$ cat src/design/pbd_pkg.sv
// Package for the pulse rate beat detector: sizes, register indexes and
// controller/datapath command and status types.
// No dependencies.
`timescale 1ns / 1ps
`default_nettype none

package pbd_pkg;

  localparam int WINDOW_LEN = 16;
  localparam int PTR_W      = $clog2(WINDOW_LEN);

  localparam int LEVEL_W    = 16;
  localparam int TIME_W     = 32;
  localparam int IVL_W      = 16;
  localparam int RATE_W     = 16;
  localparam int THR_W      = 8;
  localparam int CFG_IDX_W  = 8;
  localparam int CFG_DATA_W = 16;
  localparam int SUM_W      = LEVEL_W + PTR_W;

  // weighted interval in tenths of ms: 4*iv + 3*prev + 3*older
  localparam int W_W        = 20;
  // (9600000 + w/2) fits in 24 bits
  localparam int NUM_W      = 24;
  localparam int CNT_W      = $clog2(NUM_W);
  localparam logic [NUM_W-1:0] RATE_NUM = 24'd9600000;

  localparam logic [CFG_IDX_W-1:0] REG_RISE_THRESHOLD = 8'd0;
  localparam logic [CFG_IDX_W-1:0] REG_RATE_OFFSET    = 8'd1;

  typedef struct packed {
    logic capture;
    logic sum_upd;
    logic eval;
    logic weight;
    logic prep;
    logic div_step;
    logic finish;
    logic out_load;
  } pbd_cmd_t;

  typedef struct packed {
    logic beat_now;
  } pbd_stat_t;

endpackage

`default_nettype wire

$ cat src/design/pbd_ctrl.sv
// Controller of the pulse rate beat detector: sequences one item through
// sum update, rise evaluation, on a beat weighting and rate division, and result transfer.
// Depends on pbd_pkg.
`timescale 1ns / 1ps
`default_nettype none

module pbd_ctrl
  import pbd_pkg::*;
(
  input  wire logic      clk,
  input  wire logic      rst_n,
  input  wire logic      in_valid,
  output logic           in_ready,
  output logic           out_valid,
  input  wire logic      out_ready,
  input  wire pbd_stat_t stat,
  output pbd_cmd_t       cmd
);

  typedef enum logic [2:0] {
    S_IDLE,
    S_SUM,
    S_EVAL,
    S_WEIGHT,
    S_PREP,
    S_DIV,
    S_FIN,
    S_OUT
  } state_t;

  state_t             state_r, state_nxt;
  logic [CNT_W-1:0]   cnt_r, cnt_nxt;
  logic               out_valid_r, out_valid_nxt;
  logic               out_free;

  assign in_ready  = (state_r == S_IDLE);
  assign out_valid = out_valid_r;
  assign out_free  = !out_valid_r || out_ready;

  always_comb begin
    cmd           = '0;
    state_nxt     = state_r;
    cnt_nxt       = cnt_r;
    cmd.capture   = in_valid && (state_r == S_IDLE);
    unique case (state_r)
      S_IDLE: begin
        if (in_valid) state_nxt = S_SUM;
      end
      S_SUM: begin
        cmd.sum_upd = 1'b1;
        state_nxt   = S_EVAL;
      end
      S_EVAL: begin
        cmd.eval  = 1'b1;
        state_nxt = stat.beat_now ? S_WEIGHT : S_OUT;
      end
      S_WEIGHT: begin
        cmd.weight = 1'b1;
        state_nxt  = S_PREP;
      end
      S_PREP: begin
        cmd.prep  = 1'b1;
        cnt_nxt   = '0;
        state_nxt = S_DIV;
      end
      S_DIV: begin
        cmd.div_step = 1'b1;
        if (cnt_r == CNT_W'(NUM_W - 1)) begin
          state_nxt = S_FIN;
        end else begin
          cnt_nxt = cnt_r + CNT_W'(1);
        end
      end
      S_FIN: begin
        cmd.finish = 1'b1;
        state_nxt  = S_OUT;
      end
      S_OUT: begin
        if (out_free) begin
          cmd.out_load = 1'b1;
          state_nxt    = S_IDLE;
        end
      end
      default: state_nxt = S_IDLE;
    endcase
  end

  always_comb begin
    out_valid_nxt = out_valid_r;
    if (cmd.out_load) begin
      out_valid_nxt = 1'b1;
    end else if (out_ready) begin
      out_valid_nxt = 1'b0;
    end
  end

  always_ff @(posedge clk) begin
    if (!rst_n) begin
      state_r     <= S_IDLE;
      cnt_r       <= '0;
      out_valid_r <= 1'b0;
    end else begin
      state_r     <= state_nxt;
      cnt_r       <= cnt_nxt;
      out_valid_r <= out_valid_nxt;
    end
  end

endmodule

`default_nettype wire

$ cat config.mk
export PLATFORM = sky130hd
export DESIGN_NAME = pbd_ctrl
export DESIGN_NICKNAME = d
export VERILOG_FILES = /design/src/design/pbd_pkg.sv /design/src/design/pbd_ctrl.sv
export SDC_FILE = /design/constraint.sdc
export NUM_CORES = 1
export LEC_CHECK = 0
export ABC_AREA = 1
export CAP_MARGIN = 20
export CORE_AREA = 2 2 39 41
export CTS_CLUSTER_DIAMETER = 200
export CTS_CLUSTER_SIZE = 10
export DETAILED_ROUTE_END_ITERATION = 10
export DIE_AREA = 0 0 41 43
export DONT_BUFFER_PORTS = 1
export PLACE_DENSITY_LB_ADDON = 0.15
export SLEW_MARGIN = 25
export SYNTH_ARGS = -nofsm -noshare
export SYNTH_HDL_FRONTEND = slang
export SYNTH_SLANG_ARGS = --single-unit
$ cat constraint.sdc
create_clock -name clk -period 1.5 [get_ports clk]
set_input_delay 0.3 -clock clk [delete_from_list [all_inputs] [get_ports clk]]
set_output_delay 0.3 -clock clk [all_outputs]
set_load 0.01 [all_outputs]
# [Word level (Yosys, flattened, before mapping)]
# Cells that the tools add are included.
[totals] word_cells=41 output_inout_bits=10 register_bits=9 inputBits=5
[op_classes] n_addsub=1 n_reduce_logical=8 n_eq_ne=12 n_mux=17
[ops] cell="$pmux 3 s8" n=1
[ops] cell="$eq 3x3->1 const B" n=4
[ops] cell="$mux 3" n=4
[ops] cell="$mux 1" n=10
[ops] cell="$pmux 5 s2" n=1
[ops] cell="$ne 2x2->1 const B" n=4
[ops] cell="$eq 3x2->1 const B" n=2
[ops] cell="$add 5x1->5 const B" n=1
[ops] cell="$eq 5x5->1 const B" n=1
[ops] cell="$mux 5" n=1
[ops] cell="$reduce_bool 2->1" n=2
[ops] cell="$eq 3x1->1 const B" n=1
[ops] cell="$logic_not 3->1" n=1
[ops] cell="$reduce_and 3->1" n=1
[ops] cell="$reduce_and 2->1" n=1
[ops] cell="$logic_and 1x1->1" n=1
[ops] cell="$logic_not 1->1" n=1
[ops] cell="$logic_or 1x1->1" n=1

# [Depth between registers and ports, before layout]
# Gate-level depths: netlist (run 1).
[logic_depth] ltp_word=5 ltp_mapped=9 mapped_depth_nobuf=9

# [Least setup slack after synthesis (run 1)]
# OpenSTA, ideal clock, no wires.
[synth_path] path_type="reg2reg" startpoint="register cnt_r[0]" endpoint="register state_r[1]" path_buffers=0 t_required_ps=1391 stages_incl_launch_ff=10 setup_slack_ps=354 period_less_slack_ps=1146 arrival_time_ps=1037 cell_sequence="dfxtp_1 ha_1 nand2_2 clkinv_1 nand2_2 nand2_4 nand2_1 nor2_1 nand2_1 inv_1"
[synth_between] elab_chain_cells=3
[synth_rtl] item="start: declaration" line_no="pbd_ctrl.sv:32" rtl="logic [CNT_W-1:0] cnt_r, cnt_nxt;"
[synth_rtl] item="start signal: assignment" line_no="pbd_ctrl.sv:104" rtl="cnt_r <= cnt_nxt;"
[synth_rtl] item="$eq 5x5->1" line_no="pbd_ctrl.sv:68" rtl="if (cnt_r == CNT_W'(NUM_W - 1)) begin"
[synth_rtl] item="$ne 2x2->1 (no line)"
[synth_rtl] item="$reduce_and 3->1 (no line)"
[synth_rtl] item="end signal: assignment" line_no="pbd_ctrl.sv:103" rtl="state_r <= state_nxt;"
[synth_rtl] item="end: declaration" line_no="pbd_ctrl.sv:31" rtl="state_t state_r, state_nxt;"
# Every way passes these cells.
# A chain may end at the register's enable or synchronous reset.

==> results of run 1 <==
==> worst max path at each step <==
stage	endpoint	slack, ps
2_1_floorplan	state_r[1]$_SDFFE_PN0P_	350
3_5_place_dp	state_r[1]$_SDFFE_PN0P_	240
5_1_grt	cmd[3]	-20
3_3_place_gp	state_r[0]$_SDFFE_PN0P_	250
6_report	cmd[3]	70
4_1_cts	cmd[3]	60
==> metrics by stage <==
step,instance area (um^2),total power [uW],utilization (%),std cells,hold slack [ps]
2_1_floorplan,581,633,-,93,418
3_3_place_gp,582,665,42.0,107,426
3_5_place_dp,582,666,42.0,107,423
4_1_cts,613,858,44.3,111,160
5_1_grt,614,929,44.4,111,159
6_report,614,858,44.4,111,157
==> placed cells by master, fill, tap and decap left out, types with 2 or more instances in the layout <==
master	count
sky130_fd_sc_hd__nor2_1	14
sky130_fd_sc_hd__clkbuf_4	3
sky130_fd_sc_hd__nand2_2	4
sky130_fd_sc_hd__inv_1	15
sky130_fd_sc_hd__nand2_1	19
sky130_fd_sc_hd__dfxtp_1	8
sky130_fd_sc_hd__a21oi_1	6
sky130_fd_sc_hd__o21ai_0	2
sky130_fd_sc_hd__nand4_1	4
sky130_fd_sc_hd__nor2_2	2
sky130_fd_sc_hd__nand3_1	8
==> critical path: stages (launching register included) <==
cell and delay (ps):
sky130_fd_sc_hd__dfxtp_1 370, sky130_fd_sc_hd__nor2_1 180, sky130_fd_sc_hd__nand2_1 180, sky130_fd_sc_hd__inv_1 140
==> routing by layer <==
layer / global-route usage (%) / share of wire [%]
met1: 20.4 / 51
met4: 6.00 / 0
met2: 21.3 / 46
met5: 0 / 0
met3: 5.24 / 3.0
==> where the power goes <==
| group | internal, uW | total, uW | switching, uW |
|---|---|---|---|
| sequential | 280 | 351 | 71.3 |
| combinational | 94.6 | 317 | 222 |
| clock | 103 | 190 | 86.9 |
==> Yosys cell counts, drive strengths merged <==
| cell | count |
|---|---|
| a21oi | 6 |
| buf | 2 |
| clkinv | 1 |
| dfxtp | 9 |
| ha | 1 |
| inv | 16 |
| nand2 | 24 |
| nand3 | 9 |
| nand4 | 4 |
| nor2 | 16 |
| nor3 | 2 |
| o21a | 1 |
| o21ai | 2 |
==> timing repair <==
action / 4_1_cts / 5_1_grt
endpoints found under the hold margin: 0 / 0
gates resized for setup: 1 / 1
endpoints found under the setup margin: 1 / 2
hold buffers: 0 / 0
setup buffers: 0 / 0
==> state kept, by name, indices dropped and copies added (netlist names) <==
| register | cells |
|---|---|
| out_valid | 1 |
| state_r | 3 |
| cnt_r | 5 |
==> kinds of logic (layout without fill, tap and decap cells) <==
logic type / Yosys count / in the layout / share of synthesized area [%]
AO/OA/AOI/OAI: 9 / 9 / 8.19
adder cells (fa/ha/maj): 1 / 1 / 2.15
buffers and inverters: 19 / 21 / 14.2
flip-flops: 9 / 9 / 31.0
AND/OR/NAND/NOR: 55 / 55 / 44.4
==> cell type report <==
| cell class | instances | share of cell area [%] |
|---|---|---|
| multi-input cells | 65 | 52.5 |
| inverters | 17 | 10.4 |
| clock buffers | 4 | 4.28 |
| flip-flops and latches | 9 | 29.5 |
| well taps | 16 | 3.26 |
==> results.json, run 1 <==
{
  "outcome": "complete, no violations",
  "whs_endpoint": "out_valid$_SDFFE_PN0P_",
  "initial_utilization_pct": 42.0,
  "fp.dieArea_um2": 1760,
  "power.density_nw_per_um2": 1400,
  "total_leakage_power_uw": 0.000290,
  "syn-instance-count": 93,
  "mappedNetlistNets": 99,
  "crit-reg2reg-capture": "cnt_r[3]$_SDFFE_PN0P_",
  "finalHoldViolations": 0,
  "routed_via_density": 4.91,
  "placement_rows": 14,
  "drt_pre_antenna_iters": 4,
  "unrepaired_setup_endpoints_after_global_routing": "true",
  "aggregate_global_route_resource_usage_pct": 15.1,
  "drt_first_iter_violations": 5,
  "multi_input_area_um2": 323,
  "final-setup-viol-count": 0,
  "clock_buffer_count_from_cts": 3,
  "worst_ep_required_time_ps": 1200,
  "buffer_ports.inserted": 0,
  "area.sequential_um2": 181,
  "critPathMaxFanout": 6,
  "cp-start-kind": "flip-flop",
  "startpoint": "state_r[1]$_SDFFE_PN0P_",
  "rrSetupSlack_ps": 240,
  "critical_path_class": "reg2out",
  "yosysWarnings": 0,
  "hp-start": "rst_n",
  "maximum_number_of_pins_on_one_net_before_global_route_repair": 10,
  "synth_sequential_area_ratio_pct": 31.0,
  "maxCapViolations": 0,
  "cts.root.buffer_cell": "sky130_fd_sc_hd__clkbuf_4",
  "routedWlPerCell_um": 10.4,
  "via_count": 545,
  "fillers": 151,
  "antenna_left": 0,
  "max-vdd-ir-drop_v": 0.000674,
  "cts.htree.levels": 1,
  "die_y_um": 43,
  "crit_arrival_ps": 1130,
  "cts_tree": "built",
  "clock_period_minus_final_worst_setup_slack_ps": 1430,
  "synth.ff_latch_count": 9,
  "floorplan.io_pins": 15,
  "ys_types": 19,
  "avgSynthCellArea_um2": 6.24,
  "core_area_um2": 1380,
  "final.setup_skew_ps": 1.86,
  "worst_setup_path_end_kind": "output pin",
  "cts.reportedPaths.clkPinSlew_ps": 60,
  "fraction_of_final_layout_cells_sized_beyond_drive_strength_1_pct": 14.7,
  "finalMaxSlewViolations": 0,
  "cts_num_sinks": 9,
  "cell_count_of_the_worst_reg_to_reg_path": 7,
  "num-nets-final": 102,
  "yosys.area.top_type": "sky130_fd_sc_hd__dfxtp_1",
  "final_critical_path_setup_slack_ps": 69.2,
  "clock_insertion_delay_worst_skew_ps": 260,
  "wire_length_of_the_first_global_routing_pass_um": 1820,
  "gr-total-overflow": 0,
  "drcViolationCount": 0,
  "place.detailed.hpwl_um": 881,
  "timing.slew.headroom_pct": 75.6,
  "synthDominantCellAreaShare_pct": 31.0,
  "fin_tns_setup_ps": 0,
  "f_max_ghz": 0.699,
  "mappedNetlistArea_um2": 581,
  "globalplace.congestion": 0.880,
  "clk_path_buf_depth": 2,
  "dpl_worst_slack_ps": 238,
  "wirelength_um": 1150,
  "min_delay_path_class": "in2reg",
  "final.period_utilization_pct": 95.4,
  "antenna_violations_before_repair": 0,
  "synthToLayoutAreaGrowth_pct": 5.82,
  "worstMarginPinSlew_ps": 364,
  "insertedDiodeCount": 0,
  "worstHoldPathCells": 1,
  "regToRegStartpoint": "cnt_r[0]$_SDFFE_PN0P_",
  "synth.top_cells.by_area": "sky130_fd_sc_hd__dfxtp_1 31%, sky130_fd_sc_hd__nand2_1 12%, sky130_fd_sc_hd__inv_1 9.7%",
  "vias_in_the_first_global_route": 443,
  "fp.dieW_um": 41
}
(Power assumes the default switching activity.)
==> run 2, diff against run 1 <==
Settings changed: ABC_AREA 1 to unset, CORE_AREA 2 2 39 41 to 3 3 40 42, DIE_AREA 0 0 41 43 to 0 0 43 45.
==> run 2 against run 1 <==
  * Sequential cell count is the same
  * Combinational power is 74% lower
  * Cell count decreased by 25%
  * Design area down 0.41%
  * Die area is 9.8% higher
  * Clock power barely moved
  * Synthesized cell count fell by 27%
  * Power down 35%
  * Worst setup slack improved by 18 ps
  * Clock skew is 8.7 ps higher
  * Wire length down 1.2%
  * First-iteration DRC count up 100%
  * Critical path type unchanged
==> results.json, run 2 <==
{
  "switchingPower_uw": 164,
  "clk_path_buf_depth": 2,
  "mappedNetlistNets": 74,
  "synth.cells.most_frequent": "9 x sky130_fd_sc_hd__dfxtp_1, 6 x sky130_fd_sc_hd__nand2_1, 6 x sky130_fd_sc_hd__nand3_1, 4 x sky130_fd_sc_hd__buf_2, 4 x sky130_fd_sc_hd__nor2_1",
  "crit_arrival_ps": 1110,
  "routedWlPerCell_um": 13.7,
  "finalHoldViolations": 0,
  "floorplan.io_pins": 15,
  "vias_in_the_first_global_route": 421,
  "cts.reportedPaths.clkPinSlew_ps": 70,
  "critical_path_class": "reg2out",
  "initial_utilization_pct": 45.4,
  "cts_num_sinks": 9,
  "routed_via_density": 5.98,
  "share_comb_of_total_power_pct": 15.0,
  "timing.slew.headroom_pct": 73.8,
  "synth.ff_latch_count": 9,
  "wire_length_of_the_first_global_routing_pass_um": 1920,
  "placed_cell_count": 79,
  "synth_edf_count": 0,
  "finalMaxSlewViolations": 0,
  "layout_common_cells": "6 x sky130_fd_sc_hd__nand3_1, 6 x sky130_fd_sc_hd__nand2_1, 6 x sky130_fd_sc_hd__dfxtp_1",
  "final-setup-viol-count": 0,
  "met1_length_um": 529,
  "cts.htree.levels": 1,
  "final.setup_skew_ps": 10.6,
  "clock_power_share_pct": 33.8,
  "async_flop_share_pct": 0,
  "insertedDiodeCount": 0,
  "aggregate_global_route_resource_usage_pct": 13.2,
  "ys_types": 32,
  "yosys.cell_count.top_type": "sky130_fd_sc_hd__dfxtp_1",
  "fp.dieW_um": 43,
  "synthDominantCellAreaShare_pct": 30.9,
  "via_count": 496,
  "synth.top_cells.by_area": "sky130_fd_sc_hd__dfxtp_1 31%, sky130_fd_sc_hd__nand3_1 5.2%, sky130_fd_sc_hd__nand4b_4 4.1%",
  "largest_reg_flops": 5,
  "power_report.internal_total_uw": 393,
  "worst_ep_required_time_ps": 1200,
  "gr-total-overflow": 0,
  "worst_setup_path_end_kind": "output pin",
  "wl_met2_um": 513,
  "yosysWarnings": 0,
  "clock_insertion_delay_worst_skew_ps": 260,
  "p_seq_share_pct": 51.2,
  "drcViolationCount": 0,
  "outcome": "complete, no violations",
  "drt_pre_antenna_iters": 4,
  "num-nets-final": 75,
  "cts_hold_buffers_added": 0,
  "unrepaired_setup_endpoints_after_global_routing": "false",
  "p_sw_share_pct": 29.4,
  "fin_tns_setup_ps": 0,
  "core_area_um2": 1280,
  "buffer_ports.inserted": 0,
  "avgSynthCellArea_um2": 8.57,
  "yosys.area.top_type": "sky130_fd_sc_hd__dfxtp_1",
  "yosys_most_used_dff": "sky130_fd_sc_hd__dfxtp_1",
  "power.density_nw_per_um2": 910,
  "top_layer": "met3",
  "max-vdd-ir-drop_v": 0.000651,
  "min_delay_path_class": "in2reg",
  "mappedNetlistArea_um2": 583,
  "wirelength_um": 1140,
  "total_leakage_power_uw": 0.000265,
  "clock_buffer_count_from_cts": 3,
  "synthToLayoutAreaGrowth_pct": 4.94,
  "clock_period_minus_final_worst_setup_slack_ps": 1410,
  "regMostFlops": "cnt_r",
  "f_max_ghz": 0.708,
  "place.detailed.hpwl_um": 818,
  "cts_tree": "built",
  "critPathMaxFanout": 14,
  "maxCapViolations": 0,
  "final.period_utilization_pct": 94.2,
  "finalNonFillerCells": 83,
  "antenna_left": 0,
  "worstMarginPinSlew_ps": 388,
  "antenna_violations_before_repair": 0,
  "wl_met3_um": 95,
  "die_y_um": 45,
  "fraction_of_final_layout_cells_sized_beyond_drive_strength_1_pct": 22.1,
  "maximum_number_of_pins_on_one_net_before_global_route_repair": 15,
  "synth_sequential_area_ratio_pct": 30.9,
  "placement_rows": 13,
  "globalplace.congestion": 0.729,
  "cts.root.buffer_cell": "sky130_fd_sc_hd__clkbuf_4",
  "cp-start-kind": "flip-flop",
  "drt_first_iter_violations": 10,
  "fp.dieArea_um2": 1940,
  "syn-instance-count": 68
}
-- run 2: layout make-up --
type | count | area (um^2)
flip-flops and latches | 9 | 189
inverters | 1 | 3.75
multi-input cells | 51 | 352
repair buffers | 3 | 22.5
clock buffers | 4 | 26.3
fillers | 135 | 673
well taps | 15 | 18.8
-- run 2: logic make-up (layout without fill, tap and decap cells) --
family,Yosys count,count (layout),synth area share [%]
compound gates,12,12,15.2
fa+ha+maj,1,1,2.15
buf+inv,8,8,9.23
flops,9,9,30.9
simple gates,38,38,42.5
-- run 2: repair_timing --
action | CTS | global route
endpoints found under the setup margin | 5 | 2
resized for setup | 3 | 3
buffers inserted | 0 | 0
-- run 2: critical path: stages (launching register included) --
cell,delay (ps)
sky130_fd_sc_hd__dfxtp_2,450
sky130_fd_sc_hd__and3b_1,250
sky130_fd_sc_hd__buf_4,160
-- run 2: stage by stage --
stage	setup WS, ps	utilization (%)	hold WS, ps	power [uW]	cell area [um^2]
6_report	87.4	47.6	183	557	612
5_1_grt	12.6	47.6	170	593	612
2_1_floorplan	161	-	487	358	583
3_5_place_dp	156	44.7	449	370	574
3_3_place_gp	124	44.7	451	369	574
4_1_cts	34.5	47.0	176	566	604
-- run 2: final timing paths --
kind | start | endpoint | slack [ps] | cells after the start
hold / removal | rst_n | state_r[0]$_SDFFE_PN0P_ | 180 | 2
setup reg to reg | cnt_r[0]$_SDFFE_PN0P_ | cnt_r[1]$_SDFFE_PN0P_ | 150 | 4
setup / recovery | state_r[1]$_SDFFE_PN0P_ | cmd[2] | 90 | 2
hold reg to reg | cnt_r[3]$_SDFFE_PN0P_ | cnt_r[3]$_SDFFE_PN0P_ | 530 | 1
-- run 2: power groups by stage --
stage / logic (uW) / registers, uW / clock network [uW]
detailed placement: 83.0 / 287 / 0
finish: 83.4 / 285 / 188
global route: 92.4 / 289 / 212
floorplan: 96.6 / 261 / 0
global placement: 83.3 / 286 / 0
CTS: 83.6 / 284 / 199
-- run 2: per-layer routing --
layer	up-vias	GRT usage, %
met4	0	1.81
met2	17	20.1
met1	231	16.7
li1	248	-
met5	-	0
met3	0	7.57
