### src/design/pbd_pkg.sv
// Package for the pulse rate beat detector: sizes, register indexes and
// controller/datapath command and status types.
// No dependencies.
`timescale 1ns / 1ps
`default_nettype none

package pbd_pkg;

  localparam int WINDOW_LEN = 16;
  localparam int PTR_W      = $clog2(WINDOW_LEN);

  localparam int LEVEL_W    = 16;
  localparam int TIME_W     = 32;
  localparam int IVL_W      = 16;
  localparam int RATE_W     = 16;
  localparam int THR_W      = 8;
  localparam int CFG_IDX_W  = 8;
  localparam int CFG_DATA_W = 16;
  localparam int SUM_W      = LEVEL_W + PTR_W;

  // weighted interval in tenths of ms: 4*iv + 3*prev + 3*older
  localparam int W_W        = 20;
  // (9600000 + w/2) fits in 24 bits
  localparam int NUM_W      = 24;
  localparam int CNT_W      = $clog2(NUM_W);
  localparam logic [NUM_W-1:0] RATE_NUM = 24'd9600000;

  localparam logic [CFG_IDX_W-1:0] REG_RISE_THRESHOLD = 8'd0;
  localparam logic [CFG_IDX_W-1:0] REG_RATE_OFFSET    = 8'd1;

  typedef struct packed {
    logic capture;
    logic sum_upd;
    logic eval;
    logic weight;
    logic prep;
    logic div_step;
    logic finish;
    logic out_load;
  } pbd_cmd_t;

  typedef struct packed {
    logic beat_now;
  } pbd_stat_t;

endpackage

`default_nettype wire

### src/design/pbd_datapath.sv
// Datapath of the pulse rate beat detector: level ring and running sum,
// rise counter, beat intervals, serial rate divider, config and result
// registers. Depends on pbd_pkg.
`timescale 1ns / 1ps
`default_nettype none

module pbd_datapath
  import pbd_pkg::*;
(
  input  wire logic                  clk,
  input  wire logic                  rst_n,
  input  wire pbd_cmd_t              cmd,
  output pbd_stat_t                  stat,
  input  wire logic [LEVEL_W-1:0]    in_level,
  input  wire logic [TIME_W-1:0]     in_now_ms,
  input  wire logic                  cfg_we,
  input  wire logic [CFG_IDX_W-1:0]  cfg_index,
  input  wire logic [CFG_DATA_W-1:0] cfg_data,
  output logic                       out_beat,
  output logic [RATE_W-1:0]          out_pulse_rate,
  output logic [LEVEL_W-1:0]         out_smoothed_level,
  output logic                       out_rising_now
);

  logic [LEVEL_W-1:0]       level_in_r;
  logic [TIME_W-1:0]        now_in_r;
  logic [LEVEL_W-1:0]       ring_r [WINDOW_LEN];
  logic [WINDOW_LEN-1:0]    ring_vld_r;
  logic [PTR_W-1:0]         ptr_r;
  logic [SUM_W-1:0]         level_sum_r;
  logic [SUM_W-1:0]         prev_sum_r;
  logic [THR_W-1:0]         rise_cnt_r;
  logic                     rising_r;
  logic [TIME_W-1:0]        last_beat_r;
  logic [IVL_W-1:0]         iv_r, iv_prev_r, iv_older_r;
  logic [W_W-1:0]           w_r;
  logic [NUM_W-1:0]         quo_r;
  logic [W_W-1:0]           rem_r;
  logic [RATE_W-1:0]        rate_hold_r;
  logic                     beat_r;
  logic [THR_W-1:0]         thr_r;
  logic signed [RATE_W-1:0] offset_r;

  logic [LEVEL_W-1:0]       ring_rd;
  logic [SUM_W-1:0]         sum_nxt;
  logic                     rise;
  logic [THR_W-1:0]         cnt_inc;
  logic [TIME_W-1:0]        iv_full;
  logic [IVL_W-1:0]         iv_sat;
  logic [W_W-1:0]           w_calc;
  logic [W_W:0]             div_shift, div_diff;
  logic                     div_bit;
  logic [W_W-1:0]           rem_nxt;
  logic signed [NUM_W+1:0]  rate_sum;
  logic [RATE_W-1:0]        rate_nxt;

  assign ring_rd = ring_vld_r[ptr_r] ? ring_r[ptr_r] : '0;
  assign sum_nxt = level_sum_r - SUM_W'(ring_rd) + SUM_W'(level_in_r);

  assign rise    = (level_sum_r > prev_sum_r);
  assign cnt_inc = (rise_cnt_r == '1) ? rise_cnt_r : rise_cnt_r + THR_W'(1);
  assign stat.beat_now = rise && !rising_r && (cnt_inc > thr_r);

  assign iv_full = now_in_r - last_beat_r;
  assign iv_sat  = (iv_full[TIME_W-1:IVL_W] != '0) ? '1 : iv_full[IVL_W-1:0];

  assign w_calc = (W_W'(iv_r) << 2)
                + W_W'(iv_prev_r) + (W_W'(iv_prev_r) << 1)
                + W_W'(iv_older_r) + (W_W'(iv_older_r) << 1);

  assign div_shift = {rem_r, quo_r[NUM_W-1]};
  assign div_diff  = div_shift - {1'b0, w_r};
  assign div_bit   = !div_diff[W_W];
  assign rem_nxt   = div_bit ? div_diff[W_W-1:0] : div_shift[W_W-1:0];

  assign rate_sum = $signed({2'b00, quo_r}) + (NUM_W+2)'(offset_r);

  always_comb begin
    if (w_r == '0) begin
      rate_nxt = '1;
    end else if (rate_sum < 0) begin
      rate_nxt = '0;
    end else if (rate_sum > $signed((NUM_W+2)'(2**RATE_W - 1))) begin
      rate_nxt = '1;
    end else begin
      rate_nxt = rate_sum[RATE_W-1:0];
    end
  end

  // ring storage, no reset: entries read as zero until their valid bit sets
  always_ff @(posedge clk) begin
    if (cmd.sum_upd) ring_r[ptr_r] <= level_in_r;
  end

  always_ff @(posedge clk) begin
    if (cmd.capture) begin
      level_in_r <= in_level;
      now_in_r   <= in_now_ms;
    end
    if (cmd.eval && stat.beat_now) iv_r <= iv_sat;
    if (cmd.weight) w_r <= w_calc;
    if (cmd.prep) begin
      quo_r <= RATE_NUM + NUM_W'(w_r >> 1);
      rem_r <= '0;
    end else if (cmd.div_step) begin
      quo_r <= {quo_r[NUM_W-2:0], div_bit};
      rem_r <= rem_nxt;
    end
    if (cmd.out_load) begin
      out_beat           <= beat_r;
      out_pulse_rate     <= rate_hold_r;
      out_smoothed_level <= level_sum_r[SUM_W-1:PTR_W];
      out_rising_now     <= rising_r;
    end
  end

  always_ff @(posedge clk) begin
    if (!rst_n) begin
      ring_vld_r  <= '0;
      ptr_r       <= '0;
      level_sum_r <= '0;
      prev_sum_r  <= '0;
      rise_cnt_r  <= '0;
      rising_r    <= 1'b0;
      last_beat_r <= '0;
      iv_prev_r   <= '0;
      iv_older_r  <= '0;
      rate_hold_r <= '0;
      beat_r      <= 1'b0;
      thr_r       <= THR_W'(4);
      offset_r    <= '0;
    end else begin
      if (cfg_we) begin
        unique case (cfg_index)
          REG_RISE_THRESHOLD: thr_r    <= cfg_data[THR_W-1:0];
          REG_RATE_OFFSET:    offset_r <= $signed(cfg_data[RATE_W-1:0]);
          default: ;
        endcase
      end
      if (cmd.sum_upd) begin
        level_sum_r       <= sum_nxt;
        ring_vld_r[ptr_r] <= 1'b1;
        ptr_r <= (ptr_r == PTR_W'(WINDOW_LEN - 1)) ? '0 : ptr_r + PTR_W'(1);
      end
      if (cmd.eval) begin
        prev_sum_r <= level_sum_r;
        beat_r     <= stat.beat_now;
        if (rise) begin
          rise_cnt_r <= cnt_inc;
          if (stat.beat_now) begin
            rising_r    <= 1'b1;
            last_beat_r <= now_in_r;
          end
        end else begin
          rise_cnt_r <= '0;
          rising_r   <= 1'b0;
        end
      end
      if (cmd.weight) begin
        iv_older_r <= iv_prev_r;
        iv_prev_r  <= iv_r;
      end
      if (cmd.finish) rate_hold_r <= rate_nxt;
    end
  end

endmodule

`default_nettype wire

### config.mk
export PLATFORM = sky130hd
export DESIGN_NAME = pbd_datapath
export DESIGN_NICKNAME = d
export VERILOG_FILES = /design/src/design/pbd_pkg.sv /design/src/design/pbd_datapath.sv
export SDC_FILE = /design/constraint.sdc
export NUM_CORES = 1
export LEC_CHECK = 0
export ABC_AREA = 1
export CORE_MARGIN = 2
export CORE_UTILIZATION = 60
export DETAILED_ROUTE_END_ITERATION = 8
export DONT_BUFFER_PORTS = 1
export PLACE_DENSITY_LB_ADDON = 0.1
export SLEW_MARGIN = 5
export SYNTH_ARGS = -nofsm -noshare
export SYNTH_HDL_FRONTEND = slang
export SYNTH_SLANG_ARGS = --single-unit
export TNS_END_PERCENT = 50
### constraint.sdc
create_clock -name clk -period 8.5 [get_ports clk]
set_clock_uncertainty 0.05 [all_clocks]
set_input_delay 1.275 -clock clk [delete_from_list [all_inputs] [get_ports clk]]
set_output_delay 1.275 -clock clk [all_outputs]
set_load 0.01 [all_outputs]
# --- Yosys cells after proc, flatten, opt, wreduce, memory -nomap -nowiden ---
# Memory sizes are Yosys's and may differ from the RTL's. A register that Yosys moved wholly into a read port is not among the register bits.
# Cells that the tools add are included.
# Widths: inputs -> output; s select.
word_totals:
  regBits: 336
  mem_count: 1
  elab_cells: 81
  output_inout_bits: 35
  ramBits: 256
  input_bits: 83
mem_list:
  columns: ["name", "words", "word_bits", "read_ports", "rd_clocked_by_memory_dff", "write_ports", "line", "text"]
  rows:
  - ["ring_r", 16, 16, 1, 1, 1, "pbd_datapath.sv:27", "logic [LEVEL_W-1:0] ring_r [WINDOW_LEN];"]
classes:
  eq_ne: 4
  n_addsub: 12
  order_cmp: 6
  reduce_logical: 14
  bitwise: 1
  n_mux: 20
ops:
  columns: ["operator", "count"]
  rows:
  - ["$mux 16", 4]
  - ["$mux 24", 2]
  - ["$add 20x16->20", 2]
  - ["$sub 32x32->32", 1]
  - ["$add 25x16->26", 1]
  - ["$gt 26x17->1 const B", 1]
  - ["$lt 26x1->1 const B", 1]
  - ["$add 24x19->24 const A", 1]
  - ["$sub 21x20->21", 1]
  - ["$add 19x17->20", 1]
  - ["$add 20x17->20", 1]
  - ["$gt 20x20->1", 1]
  - ["$logic_not 20->1", 1]
  - ["$mux 20", 1]
  - ["$sub 20x16->20", 1]
  - ["$add 18x16->19", 1]
  - ["$mux 8", 2]
  - ["$or 16x16->16", 1]
  - ["$reduce_bool 16->1", 1]
  - ["$mux 4", 3]
  - ["$add 8x1->8 const B", 1]
  - ["$eq 8x1->1 const B", 1]
  - ["$eq 8x8->1 const B", 1]
  - ["$gt 8x8->1", 1]
  - ["14 further kinds", 25]

# --- Logic depth before layout (Yosys ltp) ---
# Gate-level depths: netlist (run 1).
depth:
  depth_word: 6
  ltp_mapped: 26
  mapped_depth_nobuf: 24

# --- Worst setup path after synthesis (run 1) ---
# No wires, ideal clock.
synth_timing:
  path_kind: "flip-flop to flip-flop"
  startpoint: "register ptr_r[0]"
  endpoint: "register level_sum_r[16]"
  setup_slack_ns: 4.579
  required_ns: 8.334
  period_less_slack_ns: 3.921
  path_stages_with_launch: 21
  arrival_ns: 3.754
  path_buffers: 3
  setup_ns: 0.116
  cell_sequence: "dfxtp_1 -> clkbuf_1 -> nor2_1 -> nor2_1 -> o21ai_0 -> a21oi_1 -> or4_1 -> clkbuf_1 -> clkbuf_1 -> nand2_1 -> inv_1 -> fa_1 -> fa_1 -> o21ai_0 -> a21oi_1 -> o21ai_0 -> nand3_1 -> nand3_1 -> nand3_1 -> o211ai_1 -> inv_1"
synth_between:
  elab_chain_cells: 5
synth_lines:
  columns: ["item", "line", "text"]
  rows:
  - ["start: declaration", "pbd_datapath.sv:29", "logic [PTR_W-1:0] ptr_r;"]
  - ["start signal: assignment", "pbd_datapath.sv:143", "ptr_r <= (ptr_r == PTR_W'(WINDOW_LEN - 1)) ? '0 : ptr_r + PTR_W'(1);"]
  - ["$bmux 1 s4", "pbd_datapath.sv:57", "assign ring_rd = ring_vld_r[ptr_r] ? ring_r[ptr_r] : '0;"]
  - ["$mux 1 (not written as such)", "pbd_datapath.sv:57", null]
  - ["$mux 16", "pbd_datapath.sv:57", null]
  - ["$sub 20x16->20", "pbd_datapath.sv:58", "assign sum_nxt = level_sum_r - SUM_W'(ring_rd) + SUM_W'(level_in_r);"]
  - ["$add 20x16->20", "pbd_datapath.sv:58", null]
  - ["end signal: assignment", "pbd_datapath.sv:141", "level_sum_r <= sum_nxt;"]
  - ["end: declaration", "pbd_datapath.sv:30", "logic [SUM_W-1:0] level_sum_r;"]
# No other way between the ends. The select of a mux whose other input is x is not followed.
# A chain may end at the register's enable or synchronous reset.

==> key figures, run 1 <==
Logic synthesis
  – Mapped Nets: 3666
  – YS warnings: 0
  – Mapped Area: 0.0313 mm^2
  – Post-synth cell types: 51
  – Main synth FF type: edfxtp_1
  – Post-Synthesis Cells: 3366
  – Yosys top cell by area: edfxtp_1
  – Yosys top cell area share: 38.2%
  – Sequential element share of the synthesized area: 50.8%
  – Post-synthesis register bit count: 596
  – FFs w/ async S/R, synth: 0%
  – Top post-synthesis cells by area: edfxtp_1, dfxtp_1, nand2_1
  – Syn avg cell area: 9.30 um^2
  – EDFF count, synth: 398

Timing
  – Final min period: 4940 ps
  – Fin worst setup slack: 3560 ps
  – Hold WS: 339 ps
  – Setup Total Neg Slack: 0 ps
  – Final hold vios: 0
  – Slew @ Worst Pin: 1120 ps
  – FMAX: 202 MHz
  – Relative slew slack: 25.3%
  – Final Max Tran Viols: 0
  – Final setup viols: 0
  – Period utilization: 58.2%
  – RSZ-0062 raised after global routing: false

Clocking
  – CTS root buf: clkbuf_16
  – CTS tree: yes
  – CTS Buffer Depth: 3
  – Post-cts hold buffer count: 0
  – Worst-Skew Late Latency: 660 ps
  – TritonCTS sink count: 596
  – Num CTS Buffers: 60
  – Clock Pin Slew Worst Setup and Hold Paths: 60 ps
  – Post CTS Setup Buffer Count: 0
  – # resized after CTS: 0
  – # H-tree levels: 2

Placed design
  – HPWL Detailed: 51800 um
  – Cells after DPL: 3964
  – Gpl congestion: 0.903
  – IO Port Bufs: 0
  – Post-place setup slack: 3700 ps

Final layout
  – Commonest cells after routing, fill and taps aside: nand2_1, inv_1, edfxtp_1, o21ai_0, a21oi_1
  – Final net count: 3646
  – Commonest non-fill, non-tap cell in the layout: nand2_1
  – Share of cells above drive strength 1: 5.86%
  – Fillers: 4132
  – Non-Filler Instances: 4078
  – Area grow syn2layout: 8.88%

Floorplanning
  – Io pins: 118
  – Initial core utilization: 60.9%
  – Die height: 232 um
  – Rows: 83
  – Die area: 0.0540 mm^2
  – Core Area: 0.0514 mm^2
  – Die Width: 232 um

Setup path
  – Slowest cell on the critical path: buf_4
  – Cells along the critical path: buf_4, o21ai_0, o211ai_1, o21ai_0, o21ai_0, nand2_1, inv_1, fa_1, inv_1, ha_1, a21oi_1, o21ai_0, inv_1, nand2_1, a31oi_1, o21ai_0, xor2_1, o21ai_0, inv_1
  – Buf/Inv on CP: 5
  – CP max stage delay: 810 ps
  – Critical Path Sink Type: register
  – Flop-to-flop setup slack: 3560 ps
  – CP endpoint: level_sum_r[12]$_SDFFE_PN0P_
  – Reg-to-reg endpoint: level_sum_r[12]$_SDFFE_PN0P_
  – Arrival @ worst endpoint: 5450 ps
  – Crit Path Max Fanout: 99
  – CP top delay family: compound AO/OA/AOI/OAI gates
  – Critical path launch point type: register
  – Worst Reg2Reg Path Length in Cells: 19
  – Critical path type: reg -> reg
  – Critical path depth: 19
  – CP Data Required Time: 9000 ps
  – Worst path most repeated cell: o21ai_0

Detailed routing
  – Drt first pass iters: 5
  – # DRC: 0
  – Vias per cell: 5.67
  – DRT iter0 DRCs: 1876
  – Via Count: 23129
  – Routed len/inst: 18.2 um
  – Drt total wl: 74100 um
  – Antenna violation net count after detailed routing: 0

Pwr
  – P_leak: 0.0140 uW
  – Max rail drop VDD: 0.199 mV
  – Power per cell area: 251 mW/mm^2

GRT
  – Initial antenna violation count: 2
  – Grt ovf: 0
  – First-pass GRT wire length: 117000 um
  – Number of global-route vias before repair: 22589
  – Pin count of the biggest net entering global routing: 100
  – Total track usage: 27.6%

Run
  – Max-cap violations: 0

Status
  – Outcome: complete, no violations

Hold path
  – Hold WC Path Type: reg -> reg
[cells by family after synthesis]
family	count (synthesis)	share of synthesized area (%)
AND/OR/NAND/NOR	1060	14.2
multiplexers	65	2.08
flip-flops	596	50.8
adder cells (fa/ha/maj)	217	10.3
buffers and inverters	586	7.21
XOR/XNOR	78	2.24
AO/OA/AOI/OAI	764	13.2
[power by group]
part           internal [uW]  switching [uW]  total, uW
Sequential              3370             195       3560
Combinational            794            1390       2180
Clock                   1650            1150       2800
[state kept, by name (all words and copies together) (netlist names), 4 cells and up, named ones only]
name,flops
iv_prev_r,16
rate_hold_r,16
quo_r,24
thr_r,8
ring_r,256
now_in_r,32
ptr_r,4
level_in_r,16
w_r,20
iv_older_r,16
out_pulse_rate,16
ring_vld_r,16
rise_cnt_r,8
offset_r,16
prev_sum_r,20
last_beat_r,32
out_smoothed_level,16
rem_r,20
level_sum_r,20
iv_r,16
[through the flow]
| step | power, uW | instance area, um^2 | utilization (%) |
|---|---|---|---|
| after floorplan | 5220 | 31300 | - |
| after global placement | 5730 | 32000 | 62.2 |
| after detailed placement | 5780 | 32000 | 62.2 |
| after CTS | 8580 | 34100 | 66.3 |
| after global routing | 9030 | 34100 | 66.3 |
| final | 8550 | 34100 | 66.3 |
[layer usage]
layer	global-route usage (%)	vias to the layer above	wire length, um
met1	37.3	10951	32400
li1	-	11335	-
met5	0	-	14
met3	4.85	154	5070
met4	8.73	2	2300
met2	45.5	687	34300
[cell usage after synthesis, drive strengths merged, types with 8 or more instances]
cell type and instances:
a211oi 20, a21o 8, a21oi 316, a31oi 11, buf 28, clkbuf 83, dfxtp 198, edfxtp 398
fa 66, ha 151, inv 474, mux2i 65, nand2 578, nand3 81, nand4 49, nor2 305
nor3 19, nor4 11, o211ai 49, o21ai 325, o21bai 8, xnor2 38, xor2 40
[how the worst min path moves through the flow]
stage | start | endpoint | slack (ps) | depth (start not counted)
2_1_floorplan | rate_hold_r[0]$_SDFFE_PN0P_ | out_pulse_rate[0]$_DFFE_PP_ | 350 | 0
3_3_place_gp | rate_hold_r[13]$_SDFFE_PN0P_ | out_pulse_rate[13]$_DFFE_PP_ | 360 | 0
3_5_place_dp | rate_hold_r[15]$_SDFFE_PN0P_ | out_pulse_rate[15]$_DFFE_PP_ | 360 | 0
4_1_cts | rate_hold_r[12]$_SDFFE_PN0P_ | out_pulse_rate[12]$_DFFE_PP_ | 340 | 0
5_1_grt | rate_hold_r[12]$_SDFFE_PN0P_ | out_pulse_rate[12]$_DFFE_PP_ | 370 | 0
6_report | rate_hold_r[12]$_SDFFE_PN0P_ | out_pulse_rate[12]$_DFFE_PP_ | 340 | 0
[final cells by class]
class	count	area [um^2]	area share, %
Sequential cell	596	15900	46.7
Multi-Input combinational cell	2184	13200	38.7
Inverter	475	1780	5.23
Clock buffer	79	1730	5.06
Tap cell	680	851	2.50
Clock inverter	34	414	1.21
Timing Repair Buffer	29	218	0.639
Antenna cell	1	2.50	0.00734
(Power assumes the default switching activity.)
==> run 2: changes to the inputs <==
--- a/config.mk
+++ b/config.mk
@@ -7,7 +7,7 @@
 export LEC_CHECK = 0
 export ABC_AREA = 1
 export CORE_MARGIN = 2
-export CORE_UTILIZATION = 60
+export CORE_UTILIZATION = 58
 export DETAILED_ROUTE_END_ITERATION = 8
 export DONT_BUFFER_PORTS = 1
 export PLACE_DENSITY_LB_ADDON = 0.1
==> constraint.sdc (replaced) <==
create_clock -name clk -period 4.46 [get_ports clk]
set_clock_uncertainty 0.05 [all_clocks]
set_input_delay 0.669 -clock clk [delete_from_list [all_inputs] [get_ports clk]]
set_output_delay 0.669 -clock clk [all_outputs]
set_load 0.01 [all_outputs]
==> run 2 against run 1 <==
Compared with the run above: critical path depth up 2; final area up 1.1%; non-clock buffer count up 30; first-iteration DRC count up 2.7%; largest power group unchanged; power up 93%; largest cell class unchanged; combinational power up 97%; sequential power up 90%; worst hold slack worse by 300 ps; via count about the same; routed wire length up 1.5%; cell count up 1.1%; clock-buffer cell count down 2.
==> key figures, run 2 (same netlist as run 1, synthesis figures left out) <==
Setup path
  – Critical path launch point type: register
  – Crit Path Max Fanout: 27 (-73%)
  – Buf/Inv on CP: 4 (-1)
  – Worst path most repeated cell: o21ai_0
  – CP max stage delay: 580 ps (-230 ps)
  – Cells along the critical path: buf_12, a21oi_1, o21ai_0, o21ai_0, o21ai_0, o21ai_0, nand2_1, inv_1, fa_1, inv_1, ha_1, nand2_1, nor2_1, a21oi_1, and2_1, or2_2, a21oi_1, nor2_1, nand2_1, o211ai_1, inv_1
  – Critical path type: reg -> reg
  – Critical Path Sink Type: register
  – CP top delay family: compound AO/OA/AOI/OAI gates
  – Arrival @ worst endpoint: 4800 ps (-650 ps)
  – Slowest cell on the critical path: dfxtp_4
  – CP Data Required Time: 5020 ps (-3980 ps)

Floorplanning
  – Initial core utilization: 58.4% (-2.5 points)
  – Core Area: 0.0536 mm^2 (+4.3%)
  – Die Width: 236 um (+1.7%)
  – Die height: 236 um (+1.7%)
  – Io pins: 118 (unchanged)
  – Rows: 85 (+2.4%)
  – Die area: 0.0559 mm^2 (+3.4%)

Final layout
  – Most flop-heavy register: ring_r
  – Commonest cells after routing, fill and taps aside: nand2_1, inv_1, edfxtp_1, o21ai_0, a21oi_1
  – Non-Filler Instances: 4124 (+1.1%)
  – Share of cells above drive strength 1: 6.71% (+0.85 points)
  – Final net count: 3676 (+0.82%)
  – Final core utilization: 64.3% (-2.0 points)
  – Area grow syn2layout: 10.1%
  – Diode count: 0 (-1)
  – Commonest non-fill, non-tap cell in the layout: nand2_1
  – Max reg flops: 256 (unchanged)
  – Fillers: 4482 (+8.5%)
  – Cell area after layout: 0.0345 mm^2 (+1.1%)
  – Top Registers: ring_r: 256 flops, last_beat_r: 32 flops, now_in_r: 32 flops

Status
  – Outcome: complete, no violations

Timing
  – Final hold vios: 0 (unchanged)
  – Final setup viols: 0 (unchanged)
  – Final Max Tran Viols: 0 (unchanged)
  – Slew @ Worst Pin: 1250 ps (+126 ps)
  – FMAX: 236 MHz (+17%)
  – Final min period: 4240 ps (-706 ps)
  – Period utilization: 95.0% (+37 points)
  – Hold WS: 43.8 ps (-295 ps)
  – Relative slew slack: 16.8% (-8.5 points)

Detailed routing
  – Drt first pass iters: 5 (unchanged)
  – # DRC: 0 (unchanged)
  – Drt total wl: 75100 um (+1.5%)
  – Antenna violation net count after detailed routing: 0 (unchanged)
  – DRT iter0 DRCs: 1926 (+2.7%)
  – Via Count: 23106 (-0.099%)
  – Routed len/inst: 18.2 um (+0.33%)
  – Vias per cell: 5.60 (-1.2%)

Placed design
  – Gpl congestion: 0.877 (-2.9%)
  – Cells after DPL: 4009 (+1.1%)
  – Post-DP Area: 0.0323 mm^2 (+0.99%)
  – HPWL Detailed: 54200 um (+4.5%)
  – IO Port Bufs: 0 (unchanged)

Clocking
  – # H-tree levels: 2 (unchanged)
  – Num CTS Buffers: 60 (unchanged)
  – Worst-Skew Late Latency: 660 ps (about the same)
  – TritonCTS sink count: 596 (unchanged)
  – CTS Buffer Depth: 3 (unchanged)
  – CTS tree: yes
  – CTS root buf: clkbuf_16
  – Post-cts hold buffer count: 0 (unchanged)
  – Clock Pin Slew Worst Setup and Hold Paths: 60 ps (about the same)

GRT
  – Busiest grt layer: met2
  – Global routing usage on met1: 37.1% (-0.18 points)
  – First-pass GRT wire length: 120000 um (+2.4%)
  – Initial antenna violation count: 2 (unchanged)
  – Grt ovf: 0 (unchanged)
  – Number of global-route vias before repair: 22649 (+0.27%)
  – GR Util met3: 5.08% (+0.23 points)
  – M2 GR Usage: 44.7% (-0.81 points)
  – Total track usage: 27.1% (-0.49 points)
  – Pin count of the biggest net entering global routing: 86 (-14%)

Pwr
  – Power per cell area: 478 mW/mm^2 (+91%)
  – Total power after layout: 16500 uW (+93%)
  – P_leak: 0.0141 uW (+1.1%)
  – Max rail drop VDD: 0.419 mV (+110%)

Run
  – Max-cap violations: 0 (unchanged)

Hold path
  – Hold WC Path Type: in -> reg
==> run 2: changes by cell type in the layout (fill, tap and decap cells not counted), sizes merged, moves of 2 or more <==
cell,previous run,this run
buf,29,59
bufinv,7,10
clkinvlp,2,5
clkbuf,79,77
clkinv,23,21
==> run 2: area by class of cell <==
cell class / count / area [um^2] / share of cell area [%]
flip-flops and latches: 596 / 15900 / 46.2
multi-input cells: 2184 / 13200 / 38.3
inverters: 475 / 1780 / 5.17
clock buffers: 77 / 1660 / 4.81
well taps: 696 / 871 / 2.53
repair buffers: 59 / 526 / 1.52
clock inverters: 37 / 502 / 1.46
==> run 2: through the flow <==
step | TNS, ps | setup slack [ps]
finish | 0 | 222
global route | -19.7 | -19.7
CTS | 0 | 5.46
detailed placement | 0 | 97.9
global placement | 0 | 180
floorplan | 0 | 539
==> run 2: where the power goes <==
group | switching (uW) | total (uW) | internal [uW]
combinational | 2720 | 4290 | 1570
sequential | 341 | 6760 | 6420
clock | 2200 | 5420 | 3220
total | 5260 | 16500 | 11200
==> run 2: worst paths after layout <==
check / start / endpoint / slack [ps] / cells past startpoint
setup reg to reg: register / level_sum_r[13]$_SDFFE_PN0P_ / 220 / 21
hold reg to reg: rate_hold_r[15]$_SDFFE_PN0P_ / out_pulse_rate[15]$_DFFE_PP_ / 360 / 0
hold / removal: cmd[5] / prev_sum_r[16]$_SDFFE_PN0P_ / 40 / 1
setup / recovery: register / level_sum_r[13]$_SDFFE_PN0P_ / 220 / 21
==> run 2: routing by layer <==
layer | part of all wire (%) | up-vias | wire length [um]
li1 | - | 11397 | -
met1 | 45 | 10963 | 33600
met2 | 47 | 634 | 35000
met3 | 6.7 | 110 | 5060
met4 | 2.0 | 2 | 1490
met5 | 0.017 | - | 13
==> run 2: timing repair <==
item                                    CTS  global route
endpoints found under the setup margin    0            14
buffers inserted                          0             1
gates resized for setup                   0            14
